===== src/rtl/core/lscs_pkg.sv =====
`timescale 1ns / 1ps
package lscs_pkg;

  localparam int unsigned MAX_BEAMS_DEF = 2048;
  localparam int unsigned MAX_CONES_DEF = 32;

  localparam int unsigned RANGE_W    = 16;
  localparam int unsigned DIST_W     = 16;
  localparam int unsigned ANG_W      = 32;
  localparam int unsigned PT_W       = 18;
  localparam int unsigned OUT_W      = 17;
  localparam int unsigned SEG_W      = 12;
  localparam int unsigned CTOT_W     = 6;
  localparam int unsigned CFG_IDX_W  = 3;
  localparam int unsigned CFG_DATA_W = 32;

  localparam logic [SEG_W-1:0] SEG_COUNT_MAX = 12'd4095;
  localparam logic [OUT_W-1:0] OUT_SAT       = 17'd65535;

  // register indexes
  localparam logic [CFG_IDX_W-1:0] REG_MAX_RANGE = 3'd0;
  localparam logic [CFG_IDX_W-1:0] REG_JOIN_DIST = 3'd1;
  localparam logic [CFG_IDX_W-1:0] REG_CONE_SEP  = 3'd2;
  localparam logic [CFG_IDX_W-1:0] REG_COS_FIRST = 3'd3;
  localparam logic [CFG_IDX_W-1:0] REG_SIN_FIRST = 3'd4;
  localparam logic [CFG_IDX_W-1:0] REG_COS_INCR  = 3'd5;
  localparam logic [CFG_IDX_W-1:0] REG_SIN_INCR  = 3'd6;

  localparam logic [DIST_W-1:0] RST_MAX_RANGE = 16'd30000;
  localparam logic [DIST_W-1:0] RST_JOIN_DIST = 16'd200;
  localparam logic [DIST_W-1:0] RST_CONE_SEP  = 16'd1000;
  localparam logic [ANG_W-1:0]  RST_COS_FIRST = 32'h4000_0000;
  localparam logic [ANG_W-1:0]  RST_SIN_FIRST = 32'h0000_0000;
  localparam logic [ANG_W-1:0]  RST_COS_INCR  = 32'h4000_0000;
  localparam logic [ANG_W-1:0]  RST_SIN_INCR  = 32'h0000_0000;

  localparam logic KIND_CONE    = 1'b0;
  localparam logic KIND_SUMMARY = 1'b1;

  typedef struct packed {
    logic [DIST_W-1:0] max_range;
    logic [DIST_W-1:0] join_dist;
    logic [DIST_W-1:0] cone_sep;
    logic [ANG_W-1:0]  cos_first;
    logic [ANG_W-1:0]  sin_first;
    logic [ANG_W-1:0]  cos_incr;
    logic [ANG_W-1:0]  sin_incr;
  } cfg_t;

  typedef struct packed {
    logic ld_cos;
    logic ld_sin;
  } ang_ld_t;

  // converted beam passed from front to back
  typedef struct packed {
    logic signed [PT_W-1:0] x;
    logic signed [PT_W-1:0] y;
    logic                   keep;
    logic                   scan_end;
  } pt_t;

  typedef struct packed {
    logic              kind;
    logic [OUT_W-1:0]  cone_x;
    logic [OUT_W-1:0]  cone_y;
    logic [SEG_W-1:0]  segment_total;
    logic [CTOT_W-1:0] cone_total;
    logic              cone_overflow;
    logic              last;
  } res_t;

endpackage


===== src/rtl/core/lscs_div.sv =====
`timescale 1ns / 1ps
module lscs_div #(
  parameter int unsigned NUM_W = 30,
  parameter int unsigned DEN_W = 12
) (
  input  logic                    clk_i,
  input  logic                    rst_ni,
  input  logic                    start_i,
  input  logic signed [NUM_W-1:0] num_i,
  input  logic [DEN_W-1:0]        den_i,
  output logic                    done_o,
  output logic [NUM_W-1:0]        quo_o
);

  localparam int unsigned CW = $clog2(NUM_W + 1);

  logic             busy_q, done_q, neg_q;
  logic [CW-1:0]    cnt_q;
  logic [DEN_W-1:0] den_q, rem_q;
  logic [NUM_W-1:0] q_q;
  logic [DEN_W:0]   sh_c;
  logic             ge_c;

  // restoring division on the magnitude, one quotient bit a cycle
  assign sh_c   = {rem_q, q_q[NUM_W-1]};
  assign ge_c   = (sh_c >= {1'b0, den_q});
  assign done_o = done_q;
  assign quo_o  = neg_q ? (~q_q + 1'b1) : q_q;

  always_ff @(posedge clk_i or negedge rst_ni) begin
    if (!rst_ni) begin
      busy_q <= 1'b0;
      done_q <= 1'b0;
      neg_q  <= 1'b0;
      cnt_q  <= '0;
      den_q  <= '0;
      rem_q  <= '0;
      q_q    <= '0;
    end else begin
      done_q <= 1'b0;
      if (start_i) begin
        busy_q <= 1'b1;
        neg_q  <= num_i[NUM_W-1];
        q_q    <= num_i[NUM_W-1] ? (~num_i + 1'b1) : num_i;
        den_q  <= den_i;
        rem_q  <= '0;
        cnt_q  <= '0;
      end else if (busy_q) begin
        rem_q <= ge_c ? DEN_W'(sh_c - {1'b0, den_q}) : sh_c[DEN_W-1:0];
        q_q   <= {q_q[NUM_W-2:0], ge_c};
        cnt_q <= cnt_q + 1'b1;
        if (cnt_q == CW'(NUM_W - 1)) begin
          busy_q <= 1'b0;
          done_q <= 1'b1;
        end
      end
    end
  end

endmodule


===== src/rtl/core/lscs_back.sv =====
`timescale 1ns / 1ps
module lscs_back import lscs_pkg::*; #(
  parameter int unsigned MAX_BEAMS = MAX_BEAMS_DEF,
  parameter int unsigned MAX_CONES = MAX_CONES_DEF
) (
  input  logic clk_i,
  input  logic rst_ni,
  input  cfg_t cfg_i,
  input  pt_t  pt_i,
  input  logic pt_empty_i,
  output logic pt_pop_o,
  output res_t res_o,
  output logic res_push_o,
  input  logic res_full_i
);

  localparam int unsigned LEN_W = $clog2(MAX_BEAMS + 1);
  localparam int unsigned SUM_W = PT_W + 1 + $clog2(MAX_BEAMS);
  localparam int unsigned CNT_W = $clog2(MAX_CONES + 1);
  localparam int unsigned IDX_W = (MAX_CONES > 1) ? $clog2(MAX_CONES) : 1;
  localparam int unsigned SQ_W  = 2 * (PT_W + 1);

  typedef enum logic [4:0] {
    B_IDLE, B_CHK, B_J0, B_J1, B_J2, B_J3, B_CLOSE, B_DIV, B_S0, B_S1,
    B_RD, B_SA, B_SB, B_SC, B_STORE, B_EMIT, B_AFTER, B_ENDCHK, B_SUM
  } bstate_e;

  bstate_e                state_q;
  pt_t                    it_q;
  logic                   brk_q, open_q, ovf_q;
  logic signed [PT_W-1:0] prev_x_q, prev_y_q, cx_q, cy_q;
  logic signed [SUM_W-1:0] sum_x_q, sum_y_q;
  logic [LEN_W-1:0]       len_q;
  logic [SEG_W-1:0]       seg_q;
  logic [CNT_W-1:0]       cnt_q, j_q;
  logic [SQ_W-1:0]        lim_q, acc_q, mul_q;
  logic [2*PT_W-1:0]      mem_q [MAX_CONES];
  logic [2*PT_W-1:0]      rd_q;
  logic signed [PT_W-1:0] rd_x, rd_y;
  logic signed [PT_W:0]   opa;
  logic                   near_c, mem_we;
  logic                   div_start, div_done, div_done_x, div_done_y;
  logic [SUM_W-1:0]       qx, qy;

  assign rd_x = rd_q[2*PT_W-1:PT_W];
  assign rd_y = rd_q[PT_W-1:0];

  // squares of differences and of limits through one 19x19 multiplier
  always_comb begin
    case (state_q)
      B_J0:    opa = {3'b0, cfg_i.join_dist};
      B_J1:    opa = {it_q.x[PT_W-1], it_q.x} - {prev_x_q[PT_W-1], prev_x_q};
      B_J2:    opa = {it_q.y[PT_W-1], it_q.y} - {prev_y_q[PT_W-1], prev_y_q};
      B_S0:    opa = {3'b0, cfg_i.cone_sep};
      B_SA:    opa = {cx_q[PT_W-1], cx_q} - {rd_x[PT_W-1], rd_x};
      B_SB:    opa = {cy_q[PT_W-1], cy_q} - {rd_y[PT_W-1], rd_y};
      default: opa = '0;
    endcase
  end

  always_ff @(posedge clk_i) begin
    mul_q <= SQ_W'(opa) * SQ_W'(opa);
  end

  assign near_c = ({1'b0, acc_q} + {1'b0, mul_q}) < {1'b0, lim_q};

  // cone store
  assign mem_we = (state_q == B_STORE) && (cnt_q < CNT_W'(MAX_CONES));
  always_ff @(posedge clk_i) begin
    if (mem_we) begin
      mem_q[cnt_q[IDX_W-1:0]] <= {cx_q, cy_q};
    end
    if ((state_q == B_RD) && (j_q != cnt_q)) begin
      rd_q <= mem_q[j_q[IDX_W-1:0]];
    end
  end

  assign div_start = (state_q == B_CLOSE) && open_q;
  assign div_done  = div_done_x && div_done_y;

  lscs_div #(.NUM_W(SUM_W), .DEN_W(LEN_W)) u_div_x (
    .clk_i, .rst_ni, .start_i(div_start), .num_i(sum_x_q), .den_i(len_q),
    .done_o(div_done_x), .quo_o(qx)
  );

  lscs_div #(.NUM_W(SUM_W), .DEN_W(LEN_W)) u_div_y (
    .clk_i, .rst_ni, .start_i(div_start), .num_i(sum_y_q), .den_i(len_q),
    .done_o(div_done_y), .quo_o(qy)
  );

  function automatic logic [OUT_W-1:0] sat_out(input logic signed [PT_W-1:0] v);
    logic [OUT_W-1:0] r;
    if (v > $signed({1'b0, OUT_SAT})) begin
      r = OUT_SAT;
    end else if (v < -$signed({1'b0, OUT_SAT})) begin
      r = ~OUT_SAT + 1'b1;
    end else begin
      r = v[OUT_W-1:0];
    end
    return r;
  endfunction

  assign pt_pop_o   = (state_q == B_IDLE) && !pt_empty_i;
  assign res_push_o = ((state_q == B_EMIT) || (state_q == B_SUM)) && !res_full_i;

  always_comb begin
    if (state_q == B_SUM) begin
      res_o = '{kind: KIND_SUMMARY, cone_x: '0, cone_y: '0, segment_total: seg_q,
                cone_total: CTOT_W'(cnt_q), cone_overflow: ovf_q, last: 1'b1};
    end else begin
      res_o = '{kind: KIND_CONE, cone_x: sat_out(cx_q), cone_y: sat_out(cy_q),
                segment_total: '0, cone_total: '0, cone_overflow: 1'b0,
                last: !it_q.scan_end};
    end
  end

  always_ff @(posedge clk_i or negedge rst_ni) begin
    if (!rst_ni) begin
      state_q  <= B_IDLE;
      it_q     <= '0;
      brk_q    <= 1'b0;
      open_q   <= 1'b0;
      ovf_q    <= 1'b0;
      prev_x_q <= '0;
      prev_y_q <= '0;
      cx_q     <= '0;
      cy_q     <= '0;
      sum_x_q  <= '0;
      sum_y_q  <= '0;
      len_q    <= '0;
      seg_q    <= '0;
      cnt_q    <= '0;
      j_q      <= '0;
      lim_q    <= '0;
      acc_q    <= '0;
    end else begin
      case (state_q)
        B_IDLE: begin
          if (!pt_empty_i) begin
            it_q    <= pt_i;
            state_q <= B_CHK;
          end
        end
        B_CHK: begin
          brk_q <= 1'b1;
          if (!it_q.keep) begin
            state_q <= B_ENDCHK;
          end else if (open_q && (len_q < LEN_W'(MAX_BEAMS))) begin
            state_q <= B_J0;
          end else begin
            state_q <= B_CLOSE;
          end
        end
        B_J0: state_q <= B_J1;
        B_J1: begin
          lim_q   <= mul_q;
          state_q <= B_J2;
        end
        B_J2: begin
          acc_q   <= mul_q;
          state_q <= B_J3;
        end
        B_J3: begin
          if (near_c) begin
            len_q    <= len_q + 1'b1;
            sum_x_q  <= sum_x_q + SUM_W'(it_q.x);
            sum_y_q  <= sum_y_q + SUM_W'(it_q.y);
            prev_x_q <= it_q.x;
            prev_y_q <= it_q.y;
            state_q  <= B_ENDCHK;
          end else begin
            state_q <= B_CLOSE;
          end
        end
        B_CLOSE: begin
          if (open_q) begin
            open_q  <= 1'b0;
            len_q   <= '0;
            sum_x_q <= '0;
            sum_y_q <= '0;
            if (seg_q != SEG_COUNT_MAX) begin
              seg_q <= seg_q + 1'b1;
            end
            state_q <= B_DIV;
          end else begin
            state_q <= B_AFTER;
          end
        end
        B_DIV: begin
          if (div_done) begin
            cx_q    <= qx[PT_W-1:0];
            cy_q    <= qy[PT_W-1:0];
            state_q <= B_S0;
          end
        end
        B_S0: state_q <= B_S1;
        B_S1: begin
          lim_q   <= mul_q;
          j_q     <= '0;
          state_q <= B_RD;
        end
        B_RD: state_q <= (j_q == cnt_q) ? B_STORE : B_SA;
        B_SA: state_q <= B_SB;
        B_SB: begin
          acc_q   <= mul_q;
          state_q <= B_SC;
        end
        B_SC: begin
          if (near_c) begin
            state_q <= B_AFTER;
          end else begin
            j_q     <= j_q + 1'b1;
            state_q <= B_RD;
          end
        end
        B_STORE: begin
          if (mem_we) begin
            cnt_q   <= cnt_q + 1'b1;
            state_q <= B_EMIT;
          end else begin
            ovf_q   <= 1'b1;
            state_q <= B_AFTER;
          end
        end
        B_EMIT: begin
          if (!res_full_i) begin
            state_q <= B_AFTER;
          end
        end
        B_AFTER: begin
          if (brk_q) begin
            open_q   <= 1'b1;
            len_q    <= LEN_W'(1);
            sum_x_q  <= SUM_W'(it_q.x);
            sum_y_q  <= SUM_W'(it_q.y);
            prev_x_q <= it_q.x;
            prev_y_q <= it_q.y;
            state_q  <= B_ENDCHK;
          end else begin
            state_q <= B_SUM;
          end
        end
        B_ENDCHK: begin
          if (it_q.scan_end) begin
            brk_q   <= 1'b0;
            state_q <= B_CLOSE;
          end else begin
            state_q <= B_IDLE;
          end
        end
        B_SUM: begin
          if (!res_full_i) begin
            prev_x_q <= '0;
            prev_y_q <= '0;
            open_q   <= 1'b0;
            sum_x_q  <= '0;
            sum_y_q  <= '0;
            len_q    <= '0;
            seg_q    <= '0;
            cnt_q    <= '0;
            ovf_q    <= 1'b0;
            state_q  <= B_IDLE;
          end
        end
        default: state_q <= B_IDLE;
      endcase
    end
  end

  a_cnt_bound: assert property (@(posedge clk_i) disable iff (!rst_ni)
    cnt_q <= CNT_W'(MAX_CONES))
    else $error("cone count beyond store depth");

  a_push_room: assert property (@(posedge clk_i) disable iff (!rst_ni)
    res_push_o |-> !res_full_i)
    else $error("result pushed into full queue");

  a_open_len: assert property (@(posedge clk_i) disable iff (!rst_ni)
    open_q |-> (len_q != '0))
    else $error("open segment with no points");

  a_store_grow: assert property (@(posedge clk_i) disable iff (!rst_ni)
    mem_we |=> (cnt_q == $past(cnt_q) + 1'b1))
    else $error("store write without count step");

endmodule


===== config.mk =====
export PLATFORM = sky130hd
export DESIGN_NAME = lscs_back
export DESIGN_NICKNAME = d
export VERILOG_FILES = /design/src/rtl/core/lscs_pkg.sv /design/src/rtl/core/lscs_div.sv /design/src/rtl/core/lscs_back.sv
export SDC_FILE = /design/constraint.sdc
export NUM_CORES = 2
export LEC_CHECK = 0
export BUFFER_PORTS_ARGS = -buffer_cell sky130_fd_sc_hd__buf_2
export CAP_MARGIN = 0
export CORE_ASPECT_RATIO = 1.75
export CORE_MARGIN = 2
export CORE_UTILIZATION = 30
export DETAILED_ROUTE_END_ITERATION = 10
export PLACE_DENSITY_LB_ADDON = 0.12
export SLEW_MARGIN = 20
export SYNTH_ARGS = -nofsm -noshare
export SYNTH_HDL_FRONTEND = slang
export SYNTH_SLANG_ARGS = --single-unit

===== constraint.sdc =====
create_clock -name clk_i -period 14.05 [get_ports clk_i]
set_input_delay 2.81 -clock clk_i [delete_from_list [all_inputs] [get_ports clk_i]]
set_output_delay 2.81 -clock clk_i [all_outputs]
set_load 0.02 [all_outputs]

; Yosys cells after proc, flatten, opt, wreduce, memory -nomap -nowiden
; Memories as Yosys holds them, arrays and structs flattened. A register that Yosys moved wholly into a read port is not among the register bits.
; Cells that the tools add are included.
[word_totals]
mem_count = 1
reg_bits = 440
ramBits = 1152
in_bits = 218
output_inout_bits = 57
[op_classes]
n_eq_ne = 35
bitwise_logic = 5
n_reduce_logical = 34
n_lt_le_gt_ge = 9
n_mul = 1
mux = 87
add_sub_neg = 19
[mem_list]
columns = memory, words, word_bits, read_ports, rd_clocked_by_memory_dff, write_ports, line
row1 = mem_q, 32, 36, 1, 1, 1, lscs_back.sv:37  ; logic [2*PT_W-1:0] mem_q [MAX_CONES];
[op_table]
columns = op, count
row1 = 30-bit two-way mux, 12
row2 = 30-bit case mux with 4 select lines, 2
row3 = 12-bit two-way mux, 12
row4 = 18-bit two-way mux, 7
row5 = 19-bit case mux with 6 select lines, 1
row6 = 18-bit case mux with 3 select lines, 2
row7 = 5-bit case mux with 19 select lines, 1
row8 = 18-bit by 18-bit subtractor with 19-bit output, 4
row9 = 17-bit two-way mux, 4
row10 = 5-bit two-way mux, 13
row11 = "30-bit by 1-bit adder with 30-bit output, second input constant", 2
row12 = 30-bit by 18-bit adder with 30-bit output, 2
row13 = 30-bit inverter, 2
row14 = 55-bit two-way mux, 1
row15 = 12-bit case mux with 4 select lines, 1
row16 = "5-bit by 4-bit equality test with 1-bit output, second input constant", 8
row17 = 38-bit by 38-bit adder with 39-bit output, 1
row18 = 39-bit by 38-bit < comparator with 1-bit output, 1
row19 = 19-bit by 19-bit multiplier with 38-bit output, 1
row20 = "18-bit by 1-bit adder with 18-bit output, second input constant", 2
row21 = "18-bit by 17-bit greater-than comparator with 1-bit output, second input constant", 2
row22 = "18-bit by 17-bit < comparator with 1-bit output, second input constant", 2
row23 = 18-bit inverter, 2
row24 = 13-bit by 12-bit >= comparator with 1-bit output, 2
row25 = 36 further kinds, 103

; Longest topological paths before layout
[logic_depth]
word_depth = 5
depth_mapped = 39
mapped_depth_nobuf = 38

; Hierarchy
; From an unflattened synthesis, not the netlist that was laid out.
[hier_totals]
cells_unflattened = 6820
area_unflattened_um2 = 88661.3
[modules_own_cells]
columns = module, cells_per_inst, seq_area_each_um2, area_per_inst_um2, n_inst
row1 = lscs_back, 5768, 43621.8, 79475.0, 1
row2 = lscs_div, 526, 1551.5, 4593.2, 2

; Least setup slack after synthesis
; No wires, ideal clock.
[synth_path]
path_kind = in2reg
from = input port cfg_i[141] (netlist name)
to = register mul_q[37]
slack_ns = 4.223
setup_time_ns = 0.072
n_path_buf = 1
arrival_ns = 9.755
cell_stages = 30
path_cell_list = a22oi_1 -> o21ai_0 -> a21oi_1 -> nand2_1 -> nor4_2 -> buf_2 -> nor2_1 -> fa_1 -> fa_1 -> inv_1 -> fa_1 -> inv_1 -> fa_1 -> inv_1 -> fa_1 -> inv_1 -> fa_1 -> ha_1 -> ha_1 -> a21o_1 -> a21o_1 -> a21o_1 -> a221o_1 -> nor2b_1 -> nor3_1 -> nor4_1 -> o41a_1 -> a21o_1 -> a21oi_1 -> xnor2_1
[synth_via]
elab_chain_cells = 2
[synth_rtl]
columns = element, line
row1 = start: declaration, lscs_back.sv:8  ; input cfg_t cfg_i,
row2 = 19-bit case mux with 6 select lines, lscs_back.sv:50  ; case (state_q)
row3 = 19-bit by 19-bit multiplier with 38-bit output, lscs_back.sv:62  ; mul_q <= SQ_W'(opa) * SQ_W'(opa);
row4 = end signal: assignment, lscs_back.sv:62
row5 = end: declaration, lscs_back.sv:36  ; logic [SQ_W-1:0] lim_q, acc_q, mul_q;
; No other way between the ends.
; A chain may end at the register's enable or synchronous reset.

; Final worst setup path
[layout_path]
from = register cy_q[0]
to = register mul_q[37]
[layout_via]
elab_chain_cells = 3
[layout_rtl]
columns = element, line
row1 = start: declaration, lscs_back.sv:31  ; logic signed [PT_W-1:0] prev_x_q, prev_y_q, cx_q, cy_q;
row2 = start signal: assignment, lscs_back.sv:192  ; cy_q <= qy[PT_W-1:0];
row3 = 18-bit by 18-bit subtractor with 19-bit output, lscs_back.sv:56  ; B_SB: opa = {cy_q[PT_W-1], cy_q} - {rd_y[PT_W-1], rd_y};
row4 = 19-bit case mux with 6 select lines, lscs_back.sv:50
row5 = 19-bit by 19-bit multiplier with 38-bit output, lscs_back.sv:62
; No other way between the ends.

==> metrics.md <==
| Metric | Value |
|---|---|
| #FFs+latches synth | `1625` |
| Largest net degree at the start of global routing | `134` |
| Total power | `21400 uW` |
| Initial DRC count | `just over 4000` |
| Post-CTS resize count | `0` |
| Port Buffer Count | `between 100 and 150` |
| Share of the synthesized area in the top cell type | `41.1%` |
| Fill cells | `28300` |
| Vias per inst | `5.04` |
| ANT nets after route | `0` |
| Pins over their slew limit | `0` |
| Starting Density | `roughly 30%` |
| CP arrival | `11.91 ns` |
| Synth Instances | `6511` |
| Top post-synthesis cells by area | `edfxtp_1 41%, dfrtp_1 12%, mux4_2 9.3%, fa_1 7.8%, ha_1 5.2%` |
| Post-synth EDFFs | `around 1200` |
| Hold Vio Cnt, Final | `0` |
| Fmax achieved | `0.0893 GHz` |
| Most common cell in the netlist | `edfxtp_1` |
| Post-detailed-placement half-perimeter wirelength | `182000 microns` |
| Clock skew | `between 0.08 and 0.09 ns` |
| Die Ht | `716 microns` |
| Avg WL per Cell | `about 26 microns` |
| Distinct cells, synth | `91` |
| Least-Margin Pin Slew | `1.06 ns` |
| CP max stage delay | `1.01 ns` |
| Clock latency at the later pin of the worst-skew pair | `0.85 ns` |
| Num rows | `261` |
| Post-Syn Area | `86800 sq um` |
| Async S/R FF share, synth | `24.6%` |
| Syn_nets | `~7400` |
| Placer Congestion | `slightly below 0.9` |
| Pwr Density | `~220 nW/um^2` |
| Worst slew margin | `roughly 29%` |
| Die W | `411 microns` |
| Clk buf depth | `4` |
| CTS sink cnt | `1625` |
| Leakage | `0.0384 uW` |
| DR pass1 iterations | `6` |
| # setup viols final | `0` |
| Max_cap viols | `0` |
| Final Non-Filler Cells | `10600` |
| Global route overflow | `0` |
| Synth top cells by count | `1188 x edfxtp_1, 592 x inv_1, 590 x nand2_1` |
| Min-delay worst type | `flop to flop` |
| Ratio of cells with drive above 1 in the final layout | `16.0%` |
| DRC Markers | `0` |
| Routed WL | `279000 microns` |
| Yosys warning total | `0` |
| Worst setup EP type | `flop` |
| Antenna violations before repair | `20` |
| Hold_buf cts | `0` |
| Synthesis-to-finish area growth | `13.0%` |
| Number of buffers created by CTS | `171` |
| Final min period | `~11 ns` |
| Vias | `53700` |
| Placed insts | `10300` |
| Io pins | `275` |
| Final core occ | `between 30 and 40%` |
| Status | `completed` |
| Synth Flop Type | `edfxtp_1` |
| Final period util | `79.7%` |
| Die ar. | `294000 sq um` |
| Crit path max fanout | `35` |
| Maximum vdd drop | `0.164 mV` |
| RSZ-0062 raised after global routing | `no` |
| Startpoint Class | `flop` |
| Setup tns final | `0 ns` |
| Max H-tree Level | `4` |
| Clk slew on worst S/H paths | `0.09 ns` |
| Seq/Total Area, Yosys | `53.5%` |
| Slowest library cell on the worst path | `dfrtp_1` |
| Cell mode on critical path | `fa_1` |
| Clk root buf | `clkbuf_16` |
| Fin nets | `7624` |
| Syn Area/Cell | `13.3 sq um` |
| CORE AREA | `288000 sq um` |
| Req. time, crit path | `approximately 15 ns` |
| First-pass GRT wire length | `roughly 400000 microns` |
| Area leader, netlist | `edfxtp_1` |
| GRT Total Usage | `between 10% and 20%` |
| Total setup buffers inserted after CTS | `0` |
| CTS tree | `done` |
| Crit Path Class | `flop to flop` |
| Vias in the first global route | `56500` |
| Hold WS | `0.452 ns` |
[layout by cell type, fill, tap and decap left out, types with 22 or more instances in the layout]
master     Yosys  final
dfxtp_1       37     37
inv_1        592    592
o21ai_0      320    319
dfrtp_1      400    393
o31ai_1       35     35
a21o_1        81     81
buf_4          0    151
nand2_1      590    590
nor2b_1       39     39
mux2_2       112    112
edfxtp_1    1188   1188
nand4_1       49     49
or3_1         35     33
a22oi_1       32     32
o21a_1        40     40
fa_1         340    340
xor2_1       102    102
clkbuf_16      0    174
clkbuf_1     220     34
nand3_1       66     65
nor2_1       412    375
o211ai_1      22     22
clkinv_1       3     41
a211oi_1      27     25
ha_1         364    364
buf_2         10    129
nor2_4         0     34
xnor2_1      187    187
a21oi_1      245    245
mux2i_1       91     91
nand2b_1      37     37
mux4_2       360    360
nor3_1        53     49
and2_1        69     68
[state kept, by name, summed over array words and instances, names as in the netlist, 6 cells and up]
signal         cells
len_q             12
rd_q              36
j_q                6
cnt_q              6
sum_y_q           30
u_div_x.rem_q     12
cy_q              18
sum_x_q           30
lim_q             37
it_q              38
seg_q             12
u_div_y.rem_q     12
acc_q             37
mul_q             37
cx_q              18
prev_x_q          18
u_div_y.q_q       30
u_div_y.den_q     12
mem_q           1152
u_div_x.q_q       30
prev_y_q          18
[final timing paths]
| kind | start | to | slack [ns] | depth (start not counted) |
|---|---|---|---|---|
| max | cy_q[0] | mul_q[37] | 2.85 | 35 |
| min | mul_q[0] | acc_q[0] | 0.45 | 2 |
| max reg2reg | cy_q[0] | mul_q[37] | 2.85 | 35 |
| min reg2reg | mul_q[0] | acc_q[0] | 0.45 | 2 |
| max in group asynchronous | rst_ni | cy_q[11] | 9.97 | 3 |
| min in group asynchronous | rst_ni | lim_q[0] | 1.92 | 1 |
[power breakdown]
part           switching [uW]  internal [uW]
registers                 708           5650
clock network            1970           2470
logic                    6310           4330
total                    8990          12500
[per-stage QoR]
step,instance area (sq um),worst slack (ns)
detailed placement,92800,2.56
finish,98100,2.85
floorplan,86800,4.22
CTS,98100,2.59
global placement,92800,2.48
global route,98100,2.10
[cell type report]
class                           count  area (sq um)  share of cell area [%]
Sequential cell                  1625         46400                    47.3
Multi-Input combinational cell   4021         37500                    38.2
Tap cell                         3813          4770                    4.86
Clock buffer                      217          4610                    4.70
Inverter                          598          2240                    2.29
Timing Repair Buffer              285          1880                    1.92
Clock inverter                     81           632                   0.644
Antenna cell                        2          5.00                 0.00510
[kinds of logic (layout without fill, tap and decap cells)]
family	Yosys count	count (layout)	synth area share [%]
AOI/OAI and AO/OA	987	987	7.15
muxes	563	563	11.8
and+or+nand+nor	1478	1478	7.79
adders and majority gates	704	704	13.1
other	0	2	0
buffers and inverters	865	1181	3.75
xor gates and xnor gates	289	289	2.92
DFF	1625	1625	53.5
[critical path, delay by kind of cell, from the launching register on]
family | cells | cell delay, ns
flops | 1 | 1.01
simple gates | 7 | 1.42
compound gates | 10 | 2.41
fa+ha+maj | 10 | 4.85
buf+inv | 7 | 1.21
xor+xnor | 1 | 0.13
[metal layers]
layer	vias up	global-route usage [%]	share of wire, %
li1	24000	-	-
met1	28100	22.4	39
met2	1216	34.6	53
met3	394	2.01	4.1
met4	2	7.33	4.2
met5	-	0	0.0039
No activity file was read; power rests on OpenSTA's default activity.
